## src/brl_pkg.sv

```systemverilog
`default_nettype none

package brl_pkg;

	localparam int REG_W     = 13;
	localparam int ADDR_W    = 24;
	localparam int CHAN_W    = 8;
	localparam int COLOR_W   = 3 * CHAN_W;
	localparam int CFG_IDX_W = 2;

	localparam logic [REG_W-1:0] RESET_SURFACE_WIDTH  = REG_W'(640);
	localparam logic [REG_W-1:0] RESET_SURFACE_HEIGHT = REG_W'(480);
	localparam logic [REG_W-1:0] RESET_PITCH_WORDS    = REG_W'(640);

	localparam logic REQ_LOAD = 1'b0;
	localparam logic REQ_STEP = 1'b1;

	typedef enum logic [CFG_IDX_W-1:0] {
		REG_SURFACE_WIDTH  = 2'd0,
		REG_SURFACE_HEIGHT = 2'd1,
		REG_PITCH_WORDS    = 2'd2
	} cfg_reg_t;

	typedef struct packed {
		logic last;
		logic write_enable;
		logic stepped;
	} brl_flags_t;

endpackage

`default_nettype wire

```

## src/bresenham_line_rasterizer_top.sv

```systemverilog
`default_nettype none

// Bresenham line engine. A load transaction (s_tuser = 0) sets up a line from
// two signed endpoints and an RGB color; each step transaction (s_tuser = 1)
// produces one pixel of that line, end point excluded, with its column, row,
// word address row*pitch_words+col (mod 2^24, zero when off-surface) and the
// packed 0xRRGGBB color. Every input transaction yields exactly one result
// transaction; loads and steps with no active line give stepped = 0 and all
// other fields zero. Throughput is one transaction per clock when m_tready does
// not stall the output, set by the error update of the step loop; each result
// passes an input register, then a result register. Configuration writes
// (0 surface_width, 1 surface_height, 2 pitch_words) take effect at once and
// must only be made while no transaction is in flight.
module bresenham_line_rasterizer_top import brl_pkg::*; #(
	parameter int COORD_BITS = 12,
	localparam int CW    = COORD_BITS + 1,
	localparam int IN_W  = ((4 * CW + COLOR_W) + 7) / 8 * 8,
	localparam int OUT_W = ((2 * CW + ADDR_W + COLOR_W) + 7) / 8 * 8
) (
	input  wire logic                 clk,
	input  wire logic                 arst_n,
	input  wire logic                 cfg_we,
	input  wire logic [CFG_IDX_W-1:0] cfg_index,
	input  wire logic [REG_W-1:0]     cfg_data,
	input  wire logic                 s_tvalid,
	output logic                      s_tready,
	// start_x, start_y, end_x, end_y, red, green, blue
	input  wire logic [IN_W-1:0]      s_tdata,
	// req_type
	input  wire logic                 s_tuser,
	output logic                      m_tvalid,
	input  wire logic                 m_tready,
	// pixel_col, pixel_row, word_address, pixel_word
	output logic [OUT_W-1:0]          m_tdata,
	// stepped, write_enable
	output logic [1:0]                m_tuser,
	output logic                      m_tlast
);

	logic                 valid_s1, req_s1;
	logic signed [CW-1:0] sx_s1, sy_s1, ex_s1, ey_s1;
	logic [COLOR_W-1:0]   color_s1;

	logic                 valid_s2;
	brl_flags_t           flags_s2;
	logic signed [CW-1:0] col_s2, row_s2;
	logic [ADDR_W-1:0]    addr_s2;
	logic [COLOR_W-1:0]   word_s2;

	logic                 go, s_fire;
	brl_flags_t           flags;
	logic signed [CW-1:0] pixel_col, pixel_row;
	logic [ADDR_W-1:0]    word_address;
	logic [COLOR_W-1:0]   pixel_word;

	assign go       = valid_s1 && (!valid_s2 || m_tready);
	assign s_tready = !valid_s1 || go;
	assign s_fire   = s_tvalid && s_tready;

	always_ff @(posedge clk or negedge arst_n) begin
		if (!arst_n) begin
			valid_s1 <= 1'b0;
		end else if (s_fire) begin
			valid_s1 <= 1'b1;
		end else if (go) begin
			valid_s1 <= 1'b0;
		end
	end

	always_ff @(posedge clk) begin
		if (s_fire) begin
			req_s1   <= s_tuser;
			sx_s1    <= s_tdata[CW-1:0];
			sy_s1    <= s_tdata[2*CW-1:CW];
			ex_s1    <= s_tdata[3*CW-1:2*CW];
			ey_s1    <= s_tdata[4*CW-1:3*CW];
			color_s1 <= {s_tdata[4*CW+CHAN_W-1:4*CW],
				s_tdata[4*CW+2*CHAN_W-1:4*CW+CHAN_W],
				s_tdata[4*CW+3*CHAN_W-1:4*CW+2*CHAN_W]};
		end
	end

	brl_engine #(
		.COORD_BITS(COORD_BITS)
	) u_engine (
		.clk         (clk),
		.arst_n      (arst_n),
		.cfg_we      (cfg_we),
		.cfg_index   (cfg_index),
		.cfg_data    (cfg_data),
		.go          (go),
		.req_type    (req_s1),
		.start_x     (sx_s1),
		.start_y     (sy_s1),
		.end_x       (ex_s1),
		.end_y       (ey_s1),
		.color       (color_s1),
		.flags       (flags),
		.pixel_col   (pixel_col),
		.pixel_row   (pixel_row),
		.word_address(word_address),
		.pixel_word  (pixel_word)
	);

	always_ff @(posedge clk or negedge arst_n) begin
		if (!arst_n) begin
			valid_s2 <= 1'b0;
		end else if (go) begin
			valid_s2 <= 1'b1;
		end else if (m_tready) begin
			valid_s2 <= 1'b0;
		end
	end

	always_ff @(posedge clk) begin
		if (go) begin
			flags_s2 <= flags;
			col_s2   <= pixel_col;
			row_s2   <= pixel_row;
			addr_s2  <= word_address;
			word_s2  <= pixel_word;
		end
	end

	assign m_tvalid = valid_s2;
	assign m_tdata  = OUT_W'({word_s2, addr_s2, row_s2, col_s2});
	assign m_tuser  = {flags_s2.write_enable, flags_s2.stepped};
	assign m_tlast  = flags_s2.last;

endmodule

`default_nettype wire

```

## src/brl_engine.sv

```systemverilog
`default_nettype none

module brl_engine import brl_pkg::*; #(
	parameter int COORD_BITS = 12
) (
	input  wire logic                    clk,
	input  wire logic                    arst_n,
	input  wire logic                    cfg_we,
	input  wire logic [CFG_IDX_W-1:0]    cfg_index,
	input  wire logic [REG_W-1:0]        cfg_data,
	input  wire logic                    go,
	input  wire logic                    req_type,
	input  wire logic signed [COORD_BITS:0] start_x,
	input  wire logic signed [COORD_BITS:0] start_y,
	input  wire logic signed [COORD_BITS:0] end_x,
	input  wire logic signed [COORD_BITS:0] end_y,
	input  wire logic [COLOR_W-1:0]      color,
	output brl_flags_t                   flags,
	output logic signed [COORD_BITS:0]   pixel_col,
	output logic signed [COORD_BITS:0]   pixel_row,
	output logic [ADDR_W-1:0]            word_address,
	output logic [COLOR_W-1:0]           pixel_word
);

	localparam int CW = COORD_BITS + 1;
	localparam int DW = CW + 1;
	localparam int TW = CW + 1;
	localparam int EW = CW + 3;
	localparam int WW = (CW - 1 > REG_W) ? CW - 1 : REG_W;
	localparam int PW = (CW + REG_W > ADDR_W) ? CW + REG_W : ADDR_W;

	logic [REG_W-1:0] width_q, height_q, pitch_q;

	logic                 active_q, steep_q, dir_down_q;
	logic signed [CW-1:0] major_q, major_end_q, minor_q;
	logic signed [EW-1:0] err_q;
	logic [TW-1:0]        tdx_q, tdy_q;
	logic [COLOR_W-1:0]   color_q;

	// load path
	logic signed [DW-1:0] dx, dy, adx, ady, delta, mdiff, amd;
	logic                 steep, swap;
	logic signed [CW-1:0] sa, sb, ea, eb, a0, b0, a1, b1;

	// step path
	logic signed [CW-1:0] col, row;
	logic                 on_surface, fin, stepped;
	logic [WW-1:0]        col_u, row_u, wid_u, hgt_u;
	logic [PW-1:0]        addr_full;
	logic signed [EW-1:0] e1, e2;

	always_comb begin
		dx    = DW'(end_x) - DW'(start_x);
		dy    = DW'(end_y) - DW'(start_y);
		adx   = dx[DW-1] ? -dx : dx;
		ady   = dy[DW-1] ? -dy : dy;
		steep = ady > adx;
		sa    = steep ? start_y : start_x;
		sb    = steep ? start_x : start_y;
		ea    = steep ? end_y : end_x;
		eb    = steep ? end_x : end_y;
		swap  = sa > ea;
		a0    = swap ? ea : sa;
		b0    = swap ? eb : sb;
		a1    = swap ? sa : ea;
		b1    = swap ? sb : eb;
		delta = DW'(a1) - DW'(a0);
		mdiff = DW'(b1) - DW'(b0);
		amd   = mdiff[DW-1] ? -mdiff : mdiff;
	end

	always_comb begin
		col        = steep_q ? minor_q : major_q;
		row        = steep_q ? major_q : minor_q;
		col_u      = WW'(col[CW-2:0]);
		row_u      = WW'(row[CW-2:0]);
		wid_u      = WW'(width_q);
		hgt_u      = WW'(height_q);
		on_surface = !col[CW-1] && !row[CW-1] && (col_u < wid_u) && (row_u < hgt_u);
		fin        = (DW'(major_q) + DW'(1)) == DW'(major_end_q);
		addr_full  = PW'(row[CW-2:0]) * PW'(pitch_q) + PW'(col[CW-2:0]);
		stepped    = (req_type == REQ_STEP) && active_q;
		e1         = err_q - EW'(tdy_q);
		e2         = e1 + EW'(tdx_q);
	end

	always_comb begin
		flags.stepped      = stepped;
		flags.write_enable = stepped && on_surface;
		flags.last         = stepped && fin;
		pixel_col          = stepped ? col : '0;
		pixel_row          = stepped ? row : '0;
		word_address       = (stepped && on_surface) ? addr_full[ADDR_W-1:0] : '0;
		pixel_word         = stepped ? color_q : '0;
	end

	always_ff @(posedge clk or negedge arst_n) begin
		if (!arst_n) begin
			width_q  <= RESET_SURFACE_WIDTH;
			height_q <= RESET_SURFACE_HEIGHT;
			pitch_q  <= RESET_PITCH_WORDS;
		end else if (cfg_we) begin
			unique case (cfg_index)
				REG_SURFACE_WIDTH:  width_q  <= cfg_data;
				REG_SURFACE_HEIGHT: height_q <= cfg_data;
				REG_PITCH_WORDS:    pitch_q  <= cfg_data;
				default: ;
			endcase
		end
	end

	always_ff @(posedge clk or negedge arst_n) begin
		if (!arst_n) begin
			active_q    <= 1'b0;
			steep_q     <= 1'b0;
			dir_down_q  <= 1'b0;
			major_q     <= '0;
			major_end_q <= '0;
			minor_q     <= '0;
			err_q       <= '0;
			tdx_q       <= '0;
			tdy_q       <= '0;
			color_q     <= '0;
		end else if (go) begin
			if (req_type == REQ_LOAD) begin
				steep_q     <= steep;
				major_q     <= a0;
				major_end_q <= a1;
				minor_q     <= b0;
				dir_down_q  <= b0 < b1;
				tdx_q       <= {delta[CW-1:0], 1'b0};
				tdy_q       <= {amd[CW-1:0], 1'b0};
				err_q       <= EW'(delta);
				color_q     <= color;
				active_q    <= delta != '0;
			end else if (active_q) begin
				if (e1[EW-1]) begin
					minor_q <= dir_down_q ? minor_q + CW'(1) : minor_q - CW'(1);
					err_q   <= e2;
				end else begin
					err_q <= e1;
				end
				major_q <= major_q + CW'(1);
				if (fin) begin
					active_q <= 1'b0;
				end
			end
		end
	end

endmodule

`default_nettype wire

```

## config.mk

```make
export PLATFORM = sky130hd
export DESIGN_NAME = bresenham_line_rasterizer_top
export DESIGN_NICKNAME = d
export VERILOG_FILES = /design/src/brl_pkg.sv /design/src/bresenham_line_rasterizer_top.sv /design/src/brl_engine.sv
export SDC_FILE = /design/constraint.sdc
export NUM_CORES = 1
export LEC_CHECK = 0
export ABC_AREA = 1
export BUFFER_PORTS_ARGS = -buffer_cell sky130_fd_sc_hd__buf_2
export CAP_MARGIN = 20
export CORE_ASPECT_RATIO = 2
export CORE_MARGIN = 1
export CORE_UTILIZATION = 50
export CTS_CLUSTER_DIAMETER = 100
export CTS_CLUSTER_SIZE = 12
export DETAILED_ROUTE_END_ITERATION = 10
export PLACE_DENSITY_LB_ADDON = 0.2
export SLEW_MARGIN = 0
export SYNTH_ARGS = -nofsm -noshare
export SYNTH_HDL_FRONTEND = slang
export SYNTH_SLANG_ARGS = --single-unit
```

## constraint.sdc

```tcl
create_clock -name clk -period 10.1 [get_ports clk]
set_clock_uncertainty 0.1 [all_clocks]
set_input_delay 2.02 -clock clk [delete_from_list [all_inputs] [get_ports clk]]
set_output_delay 2.02 -clock clk [all_outputs]
set_load 0.02 [all_outputs]
```

==> qor.yml <==
outcome:
  outcome: "finished, final reports clean"
synth:
  yosys.area.top_type: "edfxtp_1"
  synth_seq_cells: 302
  synth_sequential_area_ratio: 0.351
  ys_top_cells_by_area: "edfxtp_1 (19%), dfrtp_1 (15%), nand2_1 (11%)"
  syn_area_um2: 23700
  yosysMostFrequentCell: "nand2_1"
  avgSynthCellArea_um2: 8.19
  number_of_flops_mapped_to_enable_cells_by_yosys: 154
  yosys_most_used_dff: "edfxtp_1"
  synth_top_cells_by_count: "nand2_1 (723), inv_1 (460), o21ai_0 (256), ha_1 (193), nor2_1 (187)"
  yosys.cell_types.count: 59
  asyncSetResetFlopFracSynth: 0.490
  ys.warnings.count: 0
  synthesis.instances: 2896
  synth_top_cell_area_share: 0.195
drt:
  drt_pre_antenna_iters: 5
  detailroute.wirelength.met3_um: 2690
  wl_met2_um: 37800
  vias_per_cell: 5.34
  detail_route.wl_per_cell_um: 18.6
  first_iter_violations: 945
  routed_wl_um: 69000
  postRouteAntennaNets: 0
  routed-via-count: 19800
  number_of_remaining_drc_errors: 0
  route.layer.met1.wl_um: 21100
  dr.max_layer_used: "met4"
clock_network:
  clk_pin_slew_worst_paths_ns: 0.07
  cts_max_path_buffers: 3
  clock_tree.root_cell: "clkbuf_16"
  clkSinkCount: 302
  cts_tree: "built"
  h-tree-depth: 1
  cts_inserted_buffers: 29
  clk_latency_ns: 0.60
setup_path:
  cp_max_fo: 34
  critPathMostFrequentCell: "nand2_1"
  worstSetupEndpointType: "flop"
  criticalPathCategory: "flop to flop"
  worst_r2r_src: "ey_s1[2]"
  crit_required_ns: 10.50
  crit_path_start: "ey_s1[2]"
  cp.arrival_ns: 9.82
  setup.worst_path.start_class: "flop"
  slowest_delay_ns: 0.43
  timing.critical_path.slowest_stage_cell: "edfxtp_1"
finish:
  synthToLayoutAreaGrowth_pct: 10.9
  fillers: 4456
  final_core_util: 0.562
  antenna_cells: 0
  num-nets-final: 3485
  multiInputGateArea_um2: 13300
  seqCellArea_um2: 8340
  fraction_of_layout_cells_with_a_size_suffix_above_1: 0.109
timing:
  report.final.hold_viol_count: 0
  max_slew.worst_pin.slew_ns: 1.13
  pins_over_their_slew_limit: 0
  max_slew_margin: 0.242
  setup_viol_count_final: 0
  fmaxAchievable_ghz: 0.106
  period_needed_ns: 9.42
  layout_setup_ws_ns: 0.679
  finalCritPeriodShare: 0.933
global_routing:
  grt_first_pass_wirelength_um: 107000
  first_global_vias: 20800
  grt_start_max_net_pins: 99
  global_route.usage.total: 0.294
  antenna_violations_before_repair: 0
  grt.overflow.total: 0
floorplan:
  placementRows: 112
  floorplan.die_area_um2: 48400
  core_region_area_um2: 46800
  die_w_um: 156
  io-pin-count: 186
  floorplan.initialDensity: 0.507
  die_y_um: 310
min_path:
  worstHoldPathType: "flop to flop"
  worstHoldStart: "color_s1[1]"
run:
  timing.max_cap.violations: 0
placed_design:
  dpl.hpwl_um: 56200
  gp_congestion: 0.995
  place_ws_ns: 0.358
  portBuffers: 175
==> stage by stage <==
stage / hold WS [ns] / instances / setup TNS, ns / cell area, um2
after detailed placement: 0.343 / 3654 / 0 / 25400
after floorplan: 0.330 / 2901 / 0 / 23700
after CTS: 0.357 / 3708 / 0 / 26200
after global placement: 0.338 / 3654 / 0 / 25400
after global routing: 0.380 / 3715 / -0.00529 / 26300
final: 0.351 / 3715 / 0 / 26300
==> repair_timing <==
| item | CTS | global route |
|---|---|---|
| gates resized for setup | 0 | 21 |
| endpoints found under the hold margin | 0 | 0 |
| endpoints found under the setup margin | 0 | 12 |
| buffers inserted | 0 | 6 |
| hold buffers | 0 | 0 |
==> cell type report <==
cell class	count	area share
flip-flops and latches	302	0.317
inverters	472	0.0676
clock buffers	52	0.0308
clock inverters	2	0.00119
multi-input cells	2034	0.504
well taps	627	0.0298
repair buffers	226	0.0496
==> cells in the final DEF (no fill, tap or decap), types with 9 or more instances in the layout <==
master	count
a21oi_1	142
buf_2	175
buf_4	47
clkbuf_1	23
clkbuf_16	30
dfrtp_1	140
edfxtp_1	154
fa_1	126
ha_1	192
inv_1	455
nand2_1	722
nand2_2	21
nand3_1	95
nand4_1	14
nor2_1	184
nor3_1	16
o211ai_1	9
o21ai_0	247
o21ai_1	24
o21bai_1	16
xnor2_1	37
xor2_1	85
==> path summary, 6_finish.rpt <==
path / slack [ns] / depth (start not counted) / end
max: 0.68 / 59 / u_engine.tdy_q[3]
min: 0.35 / 2 / u_engine.color_q[1]
max reg2reg: 0.68 / 59 / u_engine.tdy_q[3]
min reg2reg: 0.35 / 2 / u_engine.color_q[1]
max in group asynchronous: 7.17 / 2 / u_engine.major_end_q[0]
min in group asynchronous: 1.44 / 1 / u_engine.pitch_q[2]
==> cell families after synthesis <==
group,count (synthesis),share of synthesized area
mux,1,0.000422
buf+inv,565,0.0924
compound gates,495,0.113
xor+xnor,122,0.0450
simple gates,1091,0.189
flops,302,0.351
other cells,1,0.000158
fa+ha+maj,319,0.208
==> registers in the layout, summed over array words and instances, names as in the netlist, 2 cells and up <==
register / cells
word_s2: 24
ex_s1: 13
u_engine.minor_q: 13
u_engine.major_end_q: 13
row_s2: 13
u_engine.pitch_q: 13
ey_s1: 13
color_s1: 24
sx_s1: 13
u_engine.color_q: 24
u_engine.height_q: 13
col_s2: 13
addr_s2: 24
m_tuser: 2
u_engine.tdx_q: 13
sy_s1: 13
u_engine.major_q: 13
u_engine.err_q: 15
u_engine.tdy_q: 13
u_engine.wid_u: 13
==> worst max-delay path: cells and delay by family (launching register included) <==
family / cells / cell delay (ns)
XOR/XNOR: 2 / 0.24
AND/OR/NAND/NOR: 21 / 2.09
buffers and inverters: 8 / 1.31
adder cells (fa/ha/maj): 4 / 1.36
AO/OA/AOI/OAI: 24 / 3.78
flip-flops: 1 / 0.43
==> metal layers <==
layer	global-route usage	up-vias
li1	-	9602
met1	0.252	9321
met2	0.575	609
met3	0.0338	294
met4	0.271	0
met5	0	-
Power is left out: the tool's default activity adds up to more than one toggle a clock period on the data nets, which glitch-free logic cannot reach.
